**config.mk**
```make
export PLATFORM = sky130hd
export DESIGN_NAME = costmap_gradient_escape_step_core
export DESIGN_NICKNAME = d
export VERILOG_FILES = /design/src/design/cge_pkg.sv /design/src/design/cge_cordic.sv /design/src/design/costmap_gradient_escape_step_core.sv
export VERILOG_INCLUDE_DIRS = /design/src /design/src/design
export SDC_FILE = /design/constraint.sdc
export NUM_CORES = 1
export LEC_CHECK = 0
export ABC_AREA = 1
export BUFFER_PORTS_ARGS = -buffer_cell sky130_fd_sc_hd__buf_2
export CAP_MARGIN = 20
export CORE_MARGIN = 2
export CORE_UTILIZATION = 25
export CTS_BUF_LIST = sky130_fd_sc_hd__clkbuf_8
export DETAILED_ROUTE_END_ITERATION = 8
export PLACE_DENSITY = 0.4
export SLEW_MARGIN = 25
export SYNTH_ARGS = -nofsm -noshare
export SYNTH_HDL_FRONTEND = slang
export SYNTH_SLANG_ARGS = --single-unit
```
**constraint.sdc**
```tcl
create_clock -name aclk -period 8.7 [get_ports aclk]
set_input_delay 0.435 -clock aclk [delete_from_list [all_inputs] [get_ports aclk]]
set_output_delay 0.435 -clock aclk [all_outputs]
set_load 0.02 [all_outputs]
```
**src/design/costmap_gradient_escape_step_core_macros.svh**
```systemverilog
// Assertion macros shared by the escape-step RTL.
// CGE_ASSERT checks a property outside reset, CGE_ASSERT_NR checks it at every edge.
`ifndef COSTMAP_GRADIENT_ESCAPE_STEP_CORE_MACROS_SVH
`define COSTMAP_GRADIENT_ESCAPE_STEP_CORE_MACROS_SVH

`ifndef ASSERT_OFF
`define CGE_ASSERT(lbl, clk, rst_n, prop, msg) \
    lbl: assert property (@(posedge clk) disable iff (!rst_n) prop) else $error(msg);
`define CGE_ASSERT_NR(lbl, clk, prop, msg) \
    lbl: assert property (@(posedge clk) prop) else $error(msg);
`else
`define CGE_ASSERT(lbl, clk, rst_n, prop, msg)
`define CGE_ASSERT_NR(lbl, clk, prop, msg)
`endif

`endif

```
**src/design/cge_pkg.sv**
```systemverilog
`default_nettype none

package cge_pkg;

    // cost and gradient widths
    localparam int COST_BITS = 8;
    localparam int GRAD_BITS = COST_BITS + 1;
    localparam int WIN_BITS  = 6;

    // CORDIC datapath
    localparam int CORDIC_STEPS = 28;
    localparam int STEP_BITS    = 5;
    localparam int CORDIC_SCALE = 24;
    localparam int CORDIC_W     = 36;
    localparam int ACC_BITS     = 32;

    // configuration port
    localparam int CFG_IDX_BITS  = 3;
    localparam int CFG_DATA_BITS = 15;

    localparam logic [CFG_IDX_BITS-1:0] REG_ESCAPE_LEVEL      = 3'd0;
    localparam logic [CFG_IDX_BITS-1:0] REG_LETHAL_LEVEL      = 3'd1;
    localparam logic [CFG_IDX_BITS-1:0] REG_MIN_WINDOW        = 3'd2;
    localparam logic [CFG_IDX_BITS-1:0] REG_MAX_WINDOW        = 3'd3;
    localparam logic [CFG_IDX_BITS-1:0] REG_TURN_SPEED        = 3'd4;
    localparam logic [CFG_IDX_BITS-1:0] REG_HEADING_TOLERANCE = 3'd5;

    // register reset values
    localparam logic [7:0]  RST_ESCAPE_LEVEL      = 8'd100;
    localparam logic [7:0]  RST_LETHAL_LEVEL      = 8'd253;
    localparam logic [5:0]  RST_MIN_WINDOW        = 6'd2;
    localparam logic [5:0]  RST_MAX_WINDOW        = 6'd10;
    localparam logic [11:0] RST_TURN_SPEED        = 12'd400;
    localparam logic [14:0] RST_HEADING_TOLERANCE = 15'd1043;

    // result status codes
    localparam logic [1:0] ST_COMMAND   = 2'd0;
    localparam logic [1:0] ST_ESCAPED   = 2'd1;
    localparam logic [1:0] ST_ABORT_MAX = 2'd2;
    localparam logic [1:0] ST_ABORT_MIN = 2'd3;

    // request to the arctangent unit
    typedef struct packed {
        logic                        start;
        logic signed [GRAD_BITS-1:0] ex;
        logic signed [GRAD_BITS-1:0] ey;
    } cge_cordic_req_t;

    // arctangent unit status
    typedef struct packed {
        logic busy;
        logic done;
    } cge_cordic_stat_t;

    // atan(2^-i) in units of 2^-32 turn
    function automatic logic [ACC_BITS-1:0] cge_atan(input logic [STEP_BITS-1:0] i);
        logic [ACC_BITS-1:0] a;
        case (i)
            5'd0:  a = 32'd536870912;
            5'd1:  a = 32'd316933406;
            5'd2:  a = 32'd167458907;
            5'd3:  a = 32'd85004756;
            5'd4:  a = 32'd42667331;
            5'd5:  a = 32'd21354465;
            5'd6:  a = 32'd10679838;
            5'd7:  a = 32'd5340245;
            5'd8:  a = 32'd2670163;
            5'd9:  a = 32'd1335087;
            5'd10: a = 32'd667544;
            5'd11: a = 32'd333772;
            5'd12: a = 32'd166886;
            5'd13: a = 32'd83443;
            5'd14: a = 32'd41722;
            5'd15: a = 32'd20861;
            5'd16: a = 32'd10430;
            5'd17: a = 32'd5215;
            5'd18: a = 32'd2608;
            5'd19: a = 32'd1304;
            5'd20: a = 32'd652;
            5'd21: a = 32'd326;
            5'd22: a = 32'd163;
            5'd23: a = 32'd81;
            5'd24: a = 32'd41;
            5'd25: a = 32'd20;
            5'd26: a = 32'd10;
            5'd27: a = 32'd5;
            default: a = 32'd0;
        endcase
        return a;
    endfunction

endpackage

`default_nettype wire

```
**src/design/cge_cordic.sv**
```systemverilog
`default_nettype none
`include "costmap_gradient_escape_step_core_macros.svh"

// Vectoring CORDIC: one micro-rotation per cycle, heading rounded to ANGLE_BITS.
module cge_cordic #(
    parameter int ANGLE_BITS = 16
) (
    input  wire logic                        aclk,
    input  wire logic                        aresetn,
    input  wire cge_pkg::cge_cordic_req_t    req,
    output cge_pkg::cge_cordic_stat_t        stat,
    output logic [ANGLE_BITS-1:0]            heading
);
    import cge_pkg::*;

    localparam logic [STEP_BITS-1:0] LAST_STEP = STEP_BITS'(CORDIC_STEPS - 1);
    localparam logic [ACC_BITS-1:0]  ROUND_ONE = ACC_BITS'(1) << (ACC_BITS - 1 - ANGLE_BITS);
    localparam logic [ACC_BITS-1:0]  HALF_TURN = ACC_BITS'(1) << (ACC_BITS - 1);

    logic                       busy_reg, busy_next;
    logic                       done_reg, done_next;
    logic [STEP_BITS-1:0]       step_reg, step_next;
    logic signed [CORDIC_W-1:0] x_reg, x_next;
    logic signed [CORDIC_W-1:0] y_reg, y_next;
    logic [ACC_BITS-1:0]        acc_reg, acc_next;
    logic [ANGLE_BITS-1:0]      heading_reg, heading_next;

    logic signed [CORDIC_W-1:0] ex_s, ey_s, sx, sy;
    logic [ACC_BITS-1:0]        atan_i, acc_rnd;
    logic                       y_pos;

    // operand scaling and shifted terms
    assign ex_s   = CORDIC_W'(req.ex) <<< CORDIC_SCALE;
    assign ey_s   = CORDIC_W'(req.ey) <<< CORDIC_SCALE;
    assign sx     = x_reg >>> step_reg;
    assign sy     = y_reg >>> step_reg;
    assign y_pos  = !y_reg[CORDIC_W-1] && (y_reg != '0);
    assign atan_i = cge_atan(step_reg);
    // accumulator after this step, rounded for the last one
    assign acc_rnd = (y_pos ? (acc_reg + atan_i) : (acc_reg - atan_i)) + ROUND_ONE;

    // sequencer and micro-rotation
    always_comb begin
        busy_next    = busy_reg;
        done_next    = 1'b0;
        step_next    = step_reg;
        x_next       = x_reg;
        y_next       = y_reg;
        acc_next     = acc_reg;
        heading_next = heading_reg;
        if (!busy_reg) begin
            if (req.start) begin
                if (req.ex == '0 && req.ey == '0) begin
                    // atan2(0,0) is defined as zero
                    heading_next = '0;
                    done_next    = 1'b1;
                end else begin
                    busy_next = 1'b1;
                    step_next = '0;
                    if (req.ex < 0) begin
                        x_next   = -ex_s;
                        y_next   = -ey_s;
                        acc_next = HALF_TURN;
                    end else begin
                        x_next   = ex_s;
                        y_next   = ey_s;
                        acc_next = '0;
                    end
                end
            end
        end else begin
            if (y_pos) begin
                x_next   = x_reg + sy;
                y_next   = y_reg - sx;
                acc_next = acc_reg + atan_i;
            end else begin
                x_next   = x_reg - sy;
                y_next   = y_reg + sx;
                acc_next = acc_reg - atan_i;
            end
            if (step_reg == LAST_STEP) begin
                busy_next    = 1'b0;
                done_next    = 1'b1;
                heading_next = acc_rnd[ACC_BITS-1 -: ANGLE_BITS];
            end else begin
                step_next = step_reg + 1'b1;
            end
        end
    end

    always_ff @(posedge aclk) begin
        if (!aresetn) begin
            busy_reg <= 1'b0;
            done_reg <= 1'b0;
            step_reg <= '0;
        end else begin
            busy_reg <= busy_next;
            done_reg <= done_next;
            step_reg <= step_next;
        end
        x_reg       <= x_next;
        y_reg       <= y_next;
        acc_reg     <= acc_next;
        heading_reg <= heading_next;
    end

    assign stat.busy = busy_reg;
    assign stat.done = done_reg;
    assign heading   = heading_reg;

    `CGE_ASSERT(a_step_range, aclk, aresetn, busy_reg |-> (step_reg <= LAST_STEP), "cordic step out of range")
    `CGE_ASSERT(a_done_pulse, aclk, aresetn, done_reg |=> !done_reg, "cordic done longer than one cycle")
    `CGE_ASSERT(a_x_nonneg, aclk, aresetn, busy_reg |-> !x_reg[CORDIC_W-1], "cordic x went negative")

endmodule

`default_nettype wire

```
**src/design/costmap_gradient_escape_step_core.sv**
```systemverilog
`default_nettype none
`include "costmap_gradient_escape_step_core_macros.svh"

// Channel   Dir  Fields (lowest bit first)
// s_axis    in   tdata: centre_cost[7:0] cost_west[15:8] cost_east[23:16] cost_south[31:24]
//                cost_north[39:32] yaw_now[55:40]
// m_axis    out  tuser: status[1:0]
//                tdata: escape_heading[15:0] angular_speed[28:16] creep_forward[29]
//                next_window[35:30]
// cfg       in   cfg_wr_en / cfg_index / cfg_wr_data, write only
//
// From the input transfer to m_tvalid a command result passes the decide state,
// 28 steps of the CORDIC micro-rotation unit and the finish state.
// Escaped and abort results skip the CORDIC; a flat command tick passes decide, run, finish.
// One item at a time: s_tready is high only while the sequencer is idle, so a new
// item waits until the last leaves the finish state, which a stalled m_tready holds.
// aresetn is synchronous, active low; registers return to defaults, window to 2.
// A result waits in the output register; the next item is taken meanwhile.
module costmap_gradient_escape_step_core #(
    parameter int ANGLE_BITS = 16
) (
    input  wire logic        aclk,
    input  wire logic        aresetn,
    // centre, west, east, south, north, yaw_now
    input  wire logic [55:0] s_tdata,
    input  wire logic        s_tvalid,
    output logic             s_tready,
    // escape_heading, angular_speed, creep_forward, next_window, 4 pad bits
    output logic [39:0]      m_tdata,
    // status
    output logic [1:0]       m_tuser,
    output logic             m_tvalid,
    input  wire logic        m_tready,
    input  wire logic                               cfg_wr_en,
    input  wire logic [cge_pkg::CFG_IDX_BITS-1:0]   cfg_index,
    input  wire logic [cge_pkg::CFG_DATA_BITS-1:0]  cfg_wr_data
);
    import cge_pkg::*;

    localparam int MAG_W = (ANGLE_BITS > 15) ? ANGLE_BITS : 15;
    localparam int HDG_W = (ANGLE_BITS > 16) ? ANGLE_BITS : 16;

    localparam logic [1:0] S_IDLE   = 2'd0;
    localparam logic [1:0] S_DECIDE = 2'd1;
    localparam logic [1:0] S_RUN    = 2'd2;
    localparam logic [1:0] S_FINISH = 2'd3;

    logic [1:0] state_reg, state_next;

    // configuration registers
    logic [7:0]  escape_level_reg, lethal_level_reg;
    logic [5:0]  min_window_reg, max_window_reg;
    logic [11:0] turn_speed_reg;
    logic [14:0] heading_tolerance_reg;

    logic [WIN_BITS-1:0] window_reg, window_next;
    logic [1:0]          status_reg, status_next;

    // captured input item
    logic [COST_BITS-1:0] centre_reg, west_reg, east_reg, south_reg, north_reg;
    logic [15:0]          yaw_reg;

    // output register
    logic        m_tvalid_reg;
    logic [1:0]  out_status_reg;
    logic [15:0] out_heading_reg;
    logic [12:0] out_speed_reg;
    logic        out_creep_reg;
    logic [5:0]  out_window_reg;

    cge_cordic_req_t  creq;
    cge_cordic_stat_t cstat;
    logic [ANGLE_BITS-1:0] cheading;

    logic                s_xfer, out_free, load_out;
    logic                escaped, flat, lethal, over;
    logic [WIN_BITS:0]   win_inc;
    logic [WIN_BITS-1:0] start_win;

    logic [ANGLE_BITS-1:0] yaw_ext, err, mag;
    logic [MAG_W-1:0]      mag_ext, tol_ext;
    logic signed [HDG_W-1:0] hdg_ext;
    logic        creep_c;
    logic [12:0] speed_c;

    assign s_tready = (state_reg == S_IDLE);
    assign s_xfer   = s_tvalid && s_tready;
    assign out_free = !m_tvalid_reg || m_tready;
    assign load_out = (state_reg == S_FINISH) && out_free;

    // tick classification
    assign escaped   = (centre_reg <= escape_level_reg);
    assign flat      = (east_reg == west_reg) && (north_reg == south_reg);
    assign lethal    = (centre_reg >= lethal_level_reg);
    assign win_inc   = {1'b0, window_reg} + 1'b1;
    assign over      = (win_inc > {1'b0, max_window_reg});
    assign start_win = (min_window_reg == '0) ? WIN_BITS'(1) : min_window_reg;

    always_comb begin
        if (escaped) begin
            status_next = ST_ESCAPED;
        end else if (flat && lethal && over) begin
            status_next = ST_ABORT_MAX;
        end else if (flat && !lethal) begin
            status_next = ST_ABORT_MIN;
        end else begin
            status_next = ST_COMMAND;
        end
    end

    always_comb begin
        window_next = window_reg;
        if (state_reg == S_DECIDE) begin
            if (status_next == ST_COMMAND && flat) begin
                window_next = win_inc[WIN_BITS-1:0];
            end else begin
                window_next = start_win;
            end
        end
    end

    // heading request: atan2 of the negated gradient
    assign creq.start = (state_reg == S_DECIDE) && (status_next == ST_COMMAND);
    assign creq.ex    = $signed({1'b0, west_reg}) - $signed({1'b0, east_reg});
    assign creq.ey    = $signed({1'b0, south_reg}) - $signed({1'b0, north_reg});

    cge_cordic #(
        .ANGLE_BITS(ANGLE_BITS)
    ) u_cordic (
        .aclk    (aclk),
        .aresetn (aresetn),
        .req     (creq),
        .stat    (cstat),
        .heading (cheading)
    );

    // heading error and turn command
    assign yaw_ext = ANGLE_BITS'(yaw_reg);
    assign err     = cheading - yaw_ext;
    assign mag     = err[ANGLE_BITS-1] ? (~err + 1'b1) : err;
    assign mag_ext = MAG_W'(mag);
    assign tol_ext = MAG_W'(heading_tolerance_reg);
    assign creep_c = (mag_ext < tol_ext);
    assign hdg_ext = HDG_W'($signed(cheading));

    always_comb begin
        if (creep_c || err == '0) begin
            speed_c = '0;
        end else if (err[ANGLE_BITS-1]) begin
            speed_c = 13'd0 - {1'b0, turn_speed_reg};
        end else begin
            speed_c = {1'b0, turn_speed_reg};
        end
    end

    // sequencer
    always_comb begin
        state_next = state_reg;
        case (state_reg)
            S_IDLE: begin
                if (s_xfer) begin
                    state_next = S_DECIDE;
                end
            end
            S_DECIDE: begin
                state_next = (status_next == ST_COMMAND) ? S_RUN : S_FINISH;
            end
            S_RUN: begin
                if (cstat.done) begin
                    state_next = S_FINISH;
                end
            end
            S_FINISH: begin
                if (out_free) begin
                    state_next = S_IDLE;
                end
            end
            default: state_next = S_IDLE;
        endcase
    end

    // control and configuration
    always_ff @(posedge aclk) begin
        if (!aresetn) begin
            state_reg             <= S_IDLE;
            window_reg            <= RST_MIN_WINDOW;
            escape_level_reg      <= RST_ESCAPE_LEVEL;
            lethal_level_reg      <= RST_LETHAL_LEVEL;
            min_window_reg        <= RST_MIN_WINDOW;
            max_window_reg        <= RST_MAX_WINDOW;
            turn_speed_reg        <= RST_TURN_SPEED;
            heading_tolerance_reg <= RST_HEADING_TOLERANCE;
            m_tvalid_reg          <= 1'b0;
        end else begin
            state_reg  <= state_next;
            window_reg <= window_next;
            if (cfg_wr_en) begin
                case (cfg_index)
                    REG_ESCAPE_LEVEL:      escape_level_reg      <= cfg_wr_data[7:0];
                    REG_LETHAL_LEVEL:      lethal_level_reg      <= cfg_wr_data[7:0];
                    REG_MIN_WINDOW:        min_window_reg        <= cfg_wr_data[5:0];
                    REG_MAX_WINDOW:        max_window_reg        <= cfg_wr_data[5:0];
                    REG_TURN_SPEED:        turn_speed_reg        <= cfg_wr_data[11:0];
                    REG_HEADING_TOLERANCE: heading_tolerance_reg <= cfg_wr_data[14:0];
                    default: ;
                endcase
            end
            if (load_out) begin
                m_tvalid_reg <= 1'b1;
            end else if (m_tready) begin
                m_tvalid_reg <= 1'b0;
            end
        end
    end

    // payload capture
    always_ff @(posedge aclk) begin
        if (s_xfer) begin
            centre_reg <= s_tdata[7:0];
            west_reg   <= s_tdata[15:8];
            east_reg   <= s_tdata[23:16];
            south_reg  <= s_tdata[31:24];
            north_reg  <= s_tdata[39:32];
            yaw_reg    <= s_tdata[55:40];
        end
        if (state_reg == S_DECIDE) begin
            status_reg <= status_next;
        end
        if (load_out) begin
            out_status_reg <= status_reg;
            out_window_reg <= window_reg;
            if (status_reg == ST_COMMAND) begin
                out_heading_reg <= hdg_ext[15:0];
                out_speed_reg   <= speed_c;
                out_creep_reg   <= creep_c;
            end else begin
                out_heading_reg <= '0;
                out_speed_reg   <= '0;
                out_creep_reg   <= 1'b0;
            end
        end
    end

    assign m_tvalid = m_tvalid_reg;
    assign m_tuser  = out_status_reg;
    assign m_tdata  = {4'b0000, out_window_reg, out_creep_reg, out_speed_reg,
                       out_heading_reg};

    `CGE_ASSERT(a_run_has_cordic, aclk, aresetn, (state_reg == S_RUN) |-> (cstat.busy || cstat.done), "sequencer waits on an idle cordic")
    `CGE_ASSERT(a_end_fields_zero, aclk, aresetn, (m_tvalid_reg && (out_status_reg != ST_COMMAND)) |-> ((out_heading_reg == '0) && (out_speed_reg == '0) && !out_creep_reg), "ended tick carries a command")
    `CGE_ASSERT(a_creep_no_turn, aclk, aresetn, (m_tvalid_reg && out_creep_reg) |-> (out_speed_reg == '0), "creep with nonzero turn")
    `CGE_ASSERT(a_window_nonzero, aclk, aresetn, window_reg != '0, "window size is zero")
    `CGE_ASSERT_NR(a_reset_clears_out, aclk, !aresetn |=> !m_tvalid_reg, "result valid after reset")

endmodule

`default_nettype wire
```
==> metrics.md, run 1 <==
| Metric | Value |
|---|---|
| Max H-tree Level | `3` |
| Worst Hold Depth | `3` |
| GRT Total Usage | `0.180` |
| Area of the core | `114000 µm²` |
| Fin Setup TNS | `0 ns` |
| Mapped Avg Cell Area | `6.70 µm²` |
| Tmin final | `6.53 ns` |
| Crit Path Max Fanout | `66` |
| DRC Markers | `0` |
| Hold path startpoint | `cfg_wr_data[6]` |
| Synth cell types | `63` |
| Share of cells above drive strength 1 | `0.0766` |
| Worst setup SP type | `register` |
| Yosys reg bits | `317` |
| GR Overflow Total | `0` |
| Clock skew | `0.0411 ns` |
| Critical path's most frequent cell | `nand2_1` |
| Port bufs | `118` |
| Root buffer cell | `clkbuf_8` |
| Largest stage delay on the critical path | `0.57 ns` |
| R2r endpoint | `u_cordic.y_reg[34]$_DFFE_PP_` |
| Worst reg-to-reg setup slack | `2.17 ns` |
| WL per Instance | `18.0 µm` |
| Worst Path Required | `9.09 ns` |
| Worst Reg-to-Reg Cells | `28` |
| Reg2reg start | `u_cordic.step_reg[1]$_SDFFE_PN0N_` |
| Core Rows | `124` |
| Max stage delay cell, worst path | `inv_2` |
| Seq/Total Area, Yosys | `0.297` |
| Die height | `342 µm` |
| Largest net degree at the start of global routing | `105` |
| CTS sink count | `317` |
| Post-CTS Resized | `0` |
| Post-synth EDFFs | `216` |
| Synth area leaders | `edfxtp_1, nand2_1, ha_1, nand3_1, inv_1` |
| Synthesized cell area | `28600 µm²` |
| Width of the chip | `342 µm` |
| Initial antenna violation count | `7` |
| Setup Viol. Count Final | `0` |
| Relative slew margins | `0.179` |
| Worst Path Class, Setup | `register to register` |
| Least-Margin Pin Slew | `1.22 ns` |
| Fin. Hold Viols | `0` |
| Post-DRT Antenna Nets | `0` |
| MaxCap Viol Count | `0` |
| Hold EP | `escape_level_reg[6]$_SDFFE_PN1P_` |
| Clk pin slew, worst setup/hold paths | `0.06 ns` |
| First-pass GRT wire length | `164000 µm` |
| Endpoint class of the critical path | `register` |
| TritonCTS clock tree | `built` |
| Largest area contributor in the netlist | `edfxtp_1` |
| Status | `complete, no violations` |
| Setup repair after global routing missed its margin | `false` |
| Synth-to-layout area growth | `13.8%` |
| Post-detail-place hpwl | `84000 µm` |
| Post-synthesis cell count | `4274` |
| Hold Path Class | `input port to register` |
| Worst-skew pair later-pin latency | `0.70 ns` |
| Starting DRT DRC Count | `2014` |
| Via density | `4.74` |
| Starting density of the core | `0.251` |
| Vias | `28400` |
| Cts bufs inserted | `67` |
| Final instance area | `32600 µm²` |
| Routability Congestion | `0.891` |
| Yosys warns | `0` |
| First-pass iteration count of the detailed router | `6` |
| Top_reg_cell synth | `edfxtp_1` |
| Max Buffers Root-to-Sink | `3` |
| Async SR Flop Fraction | `0` |
| Die area | `117000 µm²` |
| WL final | `108000 µm` |
| Final worst-path cycle share | `0.751` |
| Slew Limit Fails | `0` |
| CP Data Arrival Time | `6.92 ns` |
| Vias in the first global route | `27600` |
| Peak Freq | `153 MHz` |
| Post-synth top area share | `0.227` |
| DP Area | `30600 µm²` |
| Final nets | `4687` |
| IO Count | `123` |
metal layers:
layer	vias to the layer above	GRT usage	wire length (µm)	share of wire
met3	122	0.0292	5870	0.055
met5	-	0	0	0
met2	650	0.284	46900	0.44
li1	14500	-	-	-
met4	0	0.0529	2680	0.025
met1	13100	0.251	52100	0.48
repair_timing:
item                      in CTS  in global routing
hold buffers                  64                  0
setup buffers                  0                  0
hold endpoints to repair      64                  0
cells by family (layout without fill, tap and decap cells):
logic type,after synthesis,in the layout,synth area share
AND/OR/NAND/NOR,2127,2127,0.317
AO/OA/AOI/OAI,776,776,0.151
buffers and inverters,705,893,0.100
flip-flops,317,317,0.297
adder cells (fa/ha/maj),196,196,0.0873
XOR/XNOR,149,149,0.0456
multiplexers,3,3,0.00105
other,1,5,0.000131
area by class of cell:
type                    count  area, µm²
fillers                 12800      81300
multi-input cells        3255      17300
flip-flops and latches    317       8520
inverters                 570       2140
well taps                1512       1890
repair buffers            201       1390
clock buffers              81       1110
clock inverters            41        240
diodes                      1       2.50
synth_stat cells, types with 4 or more instances:
library cell  number
nand4_1           55
edfxtp_1         216
nand3_1          452
nor3_1            35
o21ai_1           39
nor4_1            13
dfxtp_1          101
ha_1             190
buf_8              4
xor2_1           116
nand3b_1          12
o21bai_1          10
a21boi_0          11
xnor2_1           33
clkbuf_1          55
inv_1            549
a31oi_1           22
o21a_1            30
buf_6             10
buf_1             15
o31ai_1            8
clkinv_1           6
nor2_2            23
nor2_1           408
buf_2             36
o211ai_1          32
or2_2              5
o221ai_1           6
o21ai_2           13
nand2_1         1076
a21oi_1          309
nand3_2            6
fa_1               6
buf_4             15
o21ai_0          263
a21o_1            16
nand2_2           19
inv_2             13
worst max path at each step:
| stage | startpoint | endpoint |
|---|---|---|
| 2_1_floorplan | south_reg[1]$_DFFE_PP_ | u_cordic.acc_reg[0]$_SDFFCE_PN0P_ |
| 3_5_place_dp | u_cordic.step_reg[1]$_SDFFE_PN0N_ | u_cordic.y_reg[34]$_DFFE_PP_ |
| 6_report | u_cordic.step_reg[1]$_SDFFE_PN0N_ | u_cordic.y_reg[34]$_DFFE_PP_ |
| 3_3_place_gp | u_cordic.step_reg[1]$_SDFFE_PN0N_ | u_cordic.y_reg[34]$_DFFE_PP_ |
| 4_1_cts | u_cordic.step_reg[1]$_SDFFE_PN0N_ | u_cordic.y_reg[34]$_DFFE_PP_ |
| 5_1_grt | u_cordic.step_reg[1]$_SDFFE_PN0N_ | u_cordic.y_reg[34]$_DFFE_PP_ |
per-stage QoR:
stage | hold slack, ns | std cells | util | worst slack, ns
2_1_floorplan | 0.427 | 4277 | - | 1.56
3_3_place_gp | 0.450 | 5791 | 0.268 | 2.07
3_5_place_dp | 0.454 | 5791 | 0.268 | 2.24
4_1_cts | 0.00414 | 5977 | 0.286 | 2.20
5_1_grt | 0.0573 | 5978 | 0.286 | 1.67
6_report | 0.0717 | 5978 | 0.286 | 2.17
cells in the final DEF, fill, tap and decap left out, drive strengths merged, types with 38 or more instances in the layout:
master       instances
nand2             1098
clkbuf              81
o21ai              315
ha                 190
edfxtp             216
dlygate4sd3         64
inv                584
nor3                38
nand3              458
a21oi              309
buf                137
dfxtp              101
nor2               434
nand4               56
xor2               116
critical path, delay by kind of cell (launching register included):
family                   cells  cell delay, ns
buffers and inverters        5            1.53
flip-flops                   1            0.31
AO/OA/AOI/OAI                5            1.21
AND/OR/NAND/NOR             15            2.25
adder cells (fa/ha/maj)      2            0.64
XOR/XNOR                     1            0.18
Power of run 1 is not shown: default switching activity piles up to over one toggle a cycle in this logic, so the estimate is an artifact.
==> inputs of run 2 (changes only) <==
--- a/config.mk
+++ b/config.mk
@@ -6,14 +6,14 @@
 export SDC_FILE = /design/constraint.sdc
 export NUM_CORES = 1
 export LEC_CHECK = 0
-export ABC_AREA = 1
+export ABC_AREA = 0
 export BUFFER_PORTS_ARGS = -buffer_cell sky130_fd_sc_hd__buf_2
 export CAP_MARGIN = 20
 export CORE_MARGIN = 2
 export CORE_UTILIZATION = 25
 export CTS_BUF_LIST = sky130_fd_sc_hd__clkbuf_8
 export DETAILED_ROUTE_END_ITERATION = 8
-export PLACE_DENSITY = 0.4
+export PLACE_DENSITY = 0.41
 export SLEW_MARGIN = 25
 export SYNTH_ARGS = -nofsm -noshare
 export SYNTH_HDL_FRONTEND = slang
==> constraint.sdc (replaced) <==
create_clock -name aclk -period 5.9 [get_ports aclk]
set_input_delay 0.295 -clock aclk [delete_from_list [all_inputs] [get_ports aclk]]
set_output_delay 0.295 -clock aclk [all_outputs]
set_load 0.02 [all_outputs]
==> run 2 against run 1 <==
- the run now ends with negative setup slack left
- synthesized cell count shrank 26%
- utilization grew 6.1 points
- clock-buffer cell count shrank 8
- critical endpoint is now u_cordic.x_reg[33]$_DFFE_PP_
- sequential share of layout area shrank 4.0 points
- cell count shrank 6.9%
- largest cell class unchanged
- global-route usage grew 0.52 points
- sequential cell count is the same
- via count shrank 3.2%
- wire length grew 1.7%
==> metrics.md, run 2 <==
| Metric | Value |
|---|---|
| Status | `complete, but fails checks` |
| Failing checks | `negative setup slack` |
| Setup Viol. Count Final | `4 (+4)` |
| Die area | `115000 µm² (-2.3%)` |
| CP Data Arrival Time | `6.40 ns (-0.52 ns)` |
| Routability Congestion | `0.934 (+4.9%)` |
| Critical path's top delay family | `simple AND/OR/NAND/NOR gates` |
| Peak Freq | `166 MHz (+8.7%)` |
| Root buffer cell | `clkbuf_8` |
| Initial antenna violation count | `2 (-5)` |
| DRC Markers | `0 (unchanged)` |
| Sequential cell area | `8520 µm² (about the same)` |
| Most frequent cell after synthesis | `nor2_1` |
| Worst-skew pair later-pin latency | `0.70 ns (about the same)` |
| Top_reg_cell synth | `edfxtp_1` |
| Post-synth top area share | `0.232 (+0.00534)` |
| Core Rows | `122 (-1.6%)` |
| Yosys warns | `0 (unchanged)` |
| Post-DRT Antenna Nets | `0 (unchanged)` |
| VDD IR max | `428 µV` |
| Leakage Power | `0.0159 µW` |
| Final nets | `4298 (-8.3%)` |
| Largest stage delay on the critical path | `0.54 ns (-0.03 ns)` |
| Worst Path Class, Setup | `register to register` |
| Mapped Avg Cell Area | `8.84 µm² (+32%)` |
| Final Util | `0.347 (+0.0608)` |
| Setup ws final | `-0.107 ns (-2.28 ns)` |
| Synth area leaders | `edfxtp_1, ha_1, dfxtp_1, mux4_2, xnor2_1` |
| Fillcell total | `11700 (-8.7%)` |
| Post-detail-place hpwl | `85300 µm (+1.6%)` |
| Synth cell count leaders | `nor2_1, nand2_1, a21oi_1, edfxtp_1, ha_1` |
| Starting DRT DRC Count | `2024 (+0.50%)` |
| Synth-to-layout area growth | `37.5%` |
| Commonest non-fill, non-tap cell in the layout | `buf_4` |
| GR Overflow Total | `0 (unchanged)` |
| Hold Path Class | `input port to register` |
| Relative slew margins | `0.345 (+0.166)` |
| Via density | `4.93 (+4.0%)` |
| Cts bufs inserted | `66 (-1.5%)` |
| Vias | `27500 (-3.2%)` |
| Worst reg-to-reg setup slack | `-0.11 ns (-2.28 ns)` |
| Largest area contributor in the netlist | `edfxtp_1` |
| Max H-tree Level | `3 (unchanged)` |
| Clk pin slew, worst setup/hold paths | `0.06 ns (about the same)` |
| Synthesized cell area | `28000 µm² (-2.3%)` |
| IO Count | `123 (unchanged)` |
| Least-Margin Pin Slew | `0.979 ns (-0.240 ns)` |
| Endpoint class of the critical path | `register` |
| Critical path's most frequent cell | `buf_4` |
| Max Buffers Root-to-Sink | `3 (unchanged)` |
| TritonCTS clock tree | `built` |
| Setup repair after global routing missed its margin | `true` |
| CTS sink count | `317 (unchanged)` |
| Vias in the first global route | `27300 (-1.1%)` |
| Synth cell types | `88 (+40%)` |
| Clock skew | `0.0462 ns (+0.00503 ns)` |
| Pwr dens | `700 nW/µm²` |
| Width of the chip | `338 µm (-1.1%)` |
| Max stage delay cell, worst path | `mux4_2` |
| Yosys reg bits | `317 (unchanged)` |
| Footprint of the multi-input gates | `18900 µm² (+9.7%)` |
| First-pass GRT wire length | `166000 µm (+1.4%)` |
| Pre-CTS WS | `-0.841 ns (-3.08 ns)` |
| First-pass iteration count of the detailed router | `5 (-1)` |
| Share of cells above drive strength 1 | `0.302 (+0.225)` |
| Slew Limit Fails | `0 (unchanged)` |
| Crit Path Max Fanout | `8 (-88%)` |
| Largest net degree at the start of global routing | `47 (-55%)` |
| Buf+Inv Stages, Crit Path | `5 (unchanged)` |
| Starting density of the core | `0.252 (+0.000985)` |
| Port bufs | `118 (unchanged)` |
| Worst setup SP type | `register` |
| Async SR Flop Fraction | `0 (unchanged)` |
| GRT Total Usage | `0.185 (+0.00522)` |
| Final worst-path cycle share | `1.02 (+0.268)` |
| MaxCap Viol Count | `0 (unchanged)` |
| WL per Instance | `19.6 µm (+9.2%)` |
| WL final | `109000 µm (+1.7%)` |
| Fin. Hold Viols | `0 (unchanged)` |
| Area of the core | `111000 µm² (-2.7%)` |
| Most frequent cells in the layout | `buf_4, nor2_1, nand2_1` |
| Worst Path Required | `6.29 ns (-2.80 ns)` |
| Post-synthesis cell count | `3162 (-26%)` |
| Die height | `338 µm (-1.1%)` |
| Seq/Total Area, Yosys | `0.304 (+0.00701)` |
| Post-synth EDFFs | `216 (unchanged)` |
| Tmin final | `6.01 ns (-0.522 ns)` |
[run 2: timing repair]
| item | 4_1_cts | 5_1_grt |
|---|---|---|
| hold buffers | 72 | 0 |
| hold endpoints to repair | 112 | 0 |
| pin swaps | 45 | 44 |
| setup endpoints to repair | 28 | 57 |
| cloned | 0 | 0 |
| gates resized for setup | 71 | 96 |
| buffers inserted | 28 | 24 |
[run 2: tightest hold or removal path, cell delays in order]
cell and delay (ns):
buf_2 0.13, inv_1 0.06, a21oi_1 0.09, o21ai_0 0.14
nor2_1 0.05
[run 2: stage by stage]
step                      total power [µW]  hold WS (ns)  instance area, µm²  TNS, ns  cells
after floorplan                      14700         0.394               28000        0   3165
after global placement               23200         0.442               35300    -9.95   5324
after detailed placement             23100         0.448               35300   -11.31   5324
after CTS                            26300        0.0229               37900   -0.428   5541
after global routing                 29100        0.0960               38400    -1.69   5565
final                                26900         0.105               38400   -0.231   5567
[run 2: cell families after synthesis]
| group | count (synthesis) | share of synthesized area |
|---|---|---|
| other | 1 | 0.000134 |
| buffers and inverters | 294 | 0.0429 |
| and+or+nand+nor | 1068 | 0.178 |
| DFF | 317 | 0.304 |
| muxes | 216 | 0.117 |
| adders and majority gates | 197 | 0.0897 |
| xor gates and xnor gates | 240 | 0.0757 |
| AOI/OAI and AO/OA | 829 | 0.192 |
[run 2: power breakdown]
part | internal (µW) | switching (µW)
clock | 1330 | 1140
combinational | 10100 | 10600
sequential | 3170 | 494
total | 14600 | 12200
[run 2: layout make-up]
class                           count  share of cell area
Antenna cell                        3            0.000195
Clock buffer                       73              0.0261
Clock inverter                     48             0.00915
Inverter                          148              0.0145
Multi-Input combinational cell   2554               0.493
Sequential cell                   317               0.222
Tap cell                         1488              0.0484
Timing Repair Buffer              936               0.187
[run 2: worst paths after layout]
check                                                            from                                     to  depth (start not counted)
worst max-delay path                u_cordic.step_reg[0]$_SDFFE_PN0N_           u_cordic.x_reg[33]$_DFFE_PP_                         26
worst min-delay path                                         s_tvalid              state_reg[0]$_SDFFE_PN0P_                          5
worst max register to register      u_cordic.step_reg[0]$_SDFFE_PN0N_           u_cordic.x_reg[33]$_DFFE_PP_                         26
worst min register to register  heading_tolerance_reg[7]$_SDFFE_PN0P_  heading_tolerance_reg[7]$_SDFFE_PN0P_                          2
[run 2: layer usage]
metal | global-route usage | part of all wire | vias up
met5 | 0 | 0.00012 | -
met4 | 0.0595 | 0.032 | 2
met3 | 0.0326 | 0.049 | 184
met2 | 0.299 | 0.46 | 703
met1 | 0.251 | 0.46 | 13100
li1 | - | - | 13400
No activity file was read; power rests on OpenSTA's default activity.
==> inputs of run 3 (changes only) <==
--- a/config.mk
+++ b/config.mk
@@ -9,6 +9,7 @@
 export ABC_AREA = 0
 export BUFFER_PORTS_ARGS = -buffer_cell sky130_fd_sc_hd__buf_2
 export CAP_MARGIN = 20
+export CORE_ASPECT_RATIO = 0.75
 export CORE_MARGIN = 2
 export CORE_UTILIZATION = 25
 export CTS_BUF_LIST = sky130_fd_sc_hd__clkbuf_8
==> run 3 against run 2 <==
- the flow still finishes with violations (negative setup slack)
- wire length grew 3.6%
- utilization up 0.37 points
- setup slack worse by 0.023 ns
- sequential power hardly changed
- final area up 1.4%
- non-clock buffer count is 33 higher
- clock skew up 0.037 ns
- clock power increased by 6%
- combinational power up 3%
- hold slack better by 0.0011 ns
- via count is 2.2% higher
- critical path type unchanged
- critical endpoint is now u_cordic.x_reg[34]$_DFFE_PP_
- highest routed layer unchanged
==> metrics.md, run 3 (synthesized netlist as in run 2, its figures left out) <==
| Metric | Value |
|---|---|
| Net Sw Frac | `0.456 (+0.00117)` |
| Share of cells above drive strength 1 | `0.309 (+0.00760)` |
| Vias in the first global route | `26800 (-1.7%)` |
| CP Data Arrival Time | `6.50 ns (+0.10 ns)` |
| Most frequent cells in the layout | `buf_4, nor2_1, nand2_1` |
| Setup Viol. Count Final | `9 (+5)` |
| Core Rows | `106 (-13%)` |
| Relative slew margins | `0.137 (-0.208)` |
| Clock skew | `0.0827 ns (+0.0365 ns)` |
| Critical path's top delay family | `compound AO/OA/AOI/OAI gates` |
| DP Area | `35400 µm² (+0.33%)` |
| Max stage delay cell, worst path | `mux4_2` |
| Final worst-path cycle share | `1.02 (+0.00395)` |
| Root buffer cell | `clkbuf_8` |
| Die area | `115000 µm² (about the same)` |
| Via density | `5.05 (+2.3%)` |
| Endpoint class of the critical path | `register` |
| Leakage Power | `0.0161 µW (+1.5%)` |
| Clk pin slew, worst setup/hold paths | `0.07 ns (about the same)` |
| Largest net degree at the start of global routing | `61 (+30%)` |
| Final instance area | `39000 µm² (+1.4%)` |
| Worst Reg-to-Reg Cells | `27 (+3.8%)` |
| Width of the chip | `390 µm (+15%)` |
| Setup ws final | `-0.131 ns (-0.0233 ns)` |
| Failing checks | `negative setup slack` |
| Hold Path Class | `input port to register` |
| GR Overflow Total | `0 (unchanged)` |
| Status | `complete, but fails checks` |
| Cts bufs inserted | `60 (-9.1%)` |
| Critical path's most frequent cell | `buf_4` |
| Peak Freq | `166 MHz (-0.39%)` |
| Port bufs | `118 (unchanged)` |
| Commonest non-fill, non-tap cell in the layout | `buf_4` |
| Tmin final | `6.03 ns (+0.0233 ns)` |
| GRT Total Usage | `0.193 (+0.00734)` |
| CTS sink count | `317 (unchanged)` |
| Seq pwr share | `0.132 (-0.004)` |
| Die height | `294 µm (-13%)` |
| Vias | `28100 (+2.2%)` |
| DRC Markers | `0 (unchanged)` |
| First-pass GRT wire length | `170000 µm (+2.6%)` |
| Slew Limit Fails | `0 (unchanged)` |
| Routability Congestion | `0.921 (-1.5%)` |
| Worst path depth | `27 (+3.8%)` |
| MaxCap Viol Count | `0 (unchanged)` |
| Synth-to-layout area growth | `39.3%` |
| Pwr dens | `712 nW/µm² (+1.8%)` |
| Setup repair after global routing missed its margin | `true` |
| WL per Instance | `20.4 µm (+3.8%)` |
| First-pass iteration count of the detailed router | `6 (+1)` |
| Sequential cell area | `8520 µm² (unchanged)` |
| Max H-tree Level | `2 (-1)` |
| WL final | `113000 µm (+3.6%)` |
| Crit Path Max Fanout | `6 (-2)` |
| Worst Path Class, Setup | `register to register` |
| Area of the core | `111000 µm² (+0.29%)` |
| Footprint of the multi-input gates | `19100 µm² (+0.69%)` |
| VDD IR max | `303 µV (-29%)` |
| Worst-skew pair later-pin latency | `0.75 ns (+0.05 ns)` |
| Worst Hold Depth | `5 (unchanged)` |
| Post-DRT Antenna Nets | `0 (unchanged)` |
| Buf+Inv Stages, Crit Path | `6 (+1)` |
| P_int | `15100 µW (+2.9%)` |
| Worst setup SP type | `register` |
| Fin. Hold Viols | `0 (unchanged)` |
| Final nets | `4325 (+0.63%)` |
| Starting DRT DRC Count | `2320 (+15%)` |
| Final Util | `0.350 (+0.00368)` |
| Fillcell total | `11600 (-0.52%)` |
| IO Count | `123 (unchanged)` |
| Starting density of the core | `0.252 (-0.000727)` |
| Worst Path Required | `6.37 ns (+0.08 ns)` |
| Largest stage delay on the critical path | `0.49 ns (-0.05 ns)` |
| Initial antenna violation count | `3 (+1)` |
| Combinational share of power | `0.774 (+0.002)` |
| Hold Slack | `0.106 ns (+0.00108 ns)` |
| Post-detail-place hpwl | `88700 µm (+3.9%)` |
| Sw power | `12700 µW (+3.4%)` |
| TritonCTS clock tree | `built` |
| Least-Margin Pin Slew | `1.29 ns (+0.306 ns)` |
| Max Buffers Root-to-Sink | `3 (unchanged)` |
| Clock network power share | `0.094 (+0.002)` |
-- run 3: cell count changes in the layout (fill, tap and decap cells not counted), moves of 3 or more --
cell	before	now
inv_1	154	150
clkbuf_8	73	68
xor2_2	0	3
dlygate4sd3_1	72	76
bufinv_16	4	9
bufbuf_16	0	3
a21oi_1	226	223
nor2_4	1	4
xor2_1	90	87
buf_4	713	735
inv_6	3	0
-- run 3: worst reg2reg max path, cell delays in order (launching register included) --
cell and delay, ns:
dfxtp_4 0.45, buf_8 0.15, buf_4 0.11, buf_4 0.10
mux4_2 0.49, mux2_2 0.30, o22ai_1 0.22, buf_4 0.17
a41oi_2 0.18, or2_1 0.28, or3_1 0.38, or4_4 0.45
nand2_2 0.09, xor2_1 0.14, ha_1 0.26, a21o_1 0.20
a21o_1 0.20, nor4_4 0.32, a21oi_4 0.10, o21ai_2 0.15
a21o_1 0.19, a311oi_2 0.12, buf_4 0.17, a211oi_2 0.16
buf_4 0.15, o21ai_1 0.08, xnor2_1 0.14, nor2_1 0.05
-- run 3: repair_timing --
action / CTS / global route
cloned: 3 / 0
pin swaps: 21 / 68
setup endpoints to repair: 39 / 63
setup buffers: 23 / 33
resized for setup: 93 / 111
endpoints found under the hold margin: 115 / 0
hold buffers: 76 / 0
-- run 3: power groups by stage --
stage / combinational [µW] / clock [µW] / sequential [µW]
5_1_grt: 23500 / 2790 / 3700
4_1_cts: 20500 / 2710 / 3640
3_3_place_gp: 19900 / 0 / 3710
6_report: 21500 / 2620 / 3650
2_1_floorplan: 11100 / 0 / 3620
3_5_place_dp: 19800 / 0 / 3690
-- run 3: worst paths after layout --
path	start	to	slack [ns]
setup / recovery	u_cordic.step_reg[1]$_SDFFE_PN0N_	u_cordic.x_reg[34]$_DFFE_PP_	-0.13
hold / removal	cfg_wr_en	lethal_level_reg[0]$_SDFFE_PN1P_	0.11
setup reg to reg	u_cordic.step_reg[1]$_SDFFE_PN0N_	u_cordic.x_reg[34]$_DFFE_PP_	-0.13
hold reg to reg	escape_level_reg[4]$_SDFFE_PN0P_	escape_level_reg[4]$_SDFFE_PN0P_	0.46
-- run 3: final cells by class --
class	instances	area share
multi-input cells	2554	0.490
flip-flops and latches	317	0.219
repair buffers	969	0.194
well taps	1458	0.0468
clock buffers	68	0.0240
inverters	148	0.0143
clock inverters	46	0.0121
diodes	1	0.0000642
-- run 3: per-layer routing --
metal  track usage  share of wire  up-vias
met1         0.300           0.51    13600
li1              -              -    13500
met3        0.0394          0.072      133
met5             0        0.00014        -
met2         0.268           0.40      861
met4        0.0403          0.019        2
-- run 3: through the flow --
| stage | instances | setup TNS [ns] | total power [µW] | setup WS [ns] |
|---|---|---|---|---|
| floorplan | 3165 | 0 | 14700 | 0.00899 |
| global placement | 5313 | -18.05 | 23600 | -1.00 |
| detailed placement | 5314 | -19.17 | 23500 | -0.996 |
| CTS | 5530 | -0.922 | 26900 | -0.147 |
| global route | 5561 | -5.78 | 30000 | -0.411 |
| finish | 5561 | -0.762 | 27700 | -0.131 |
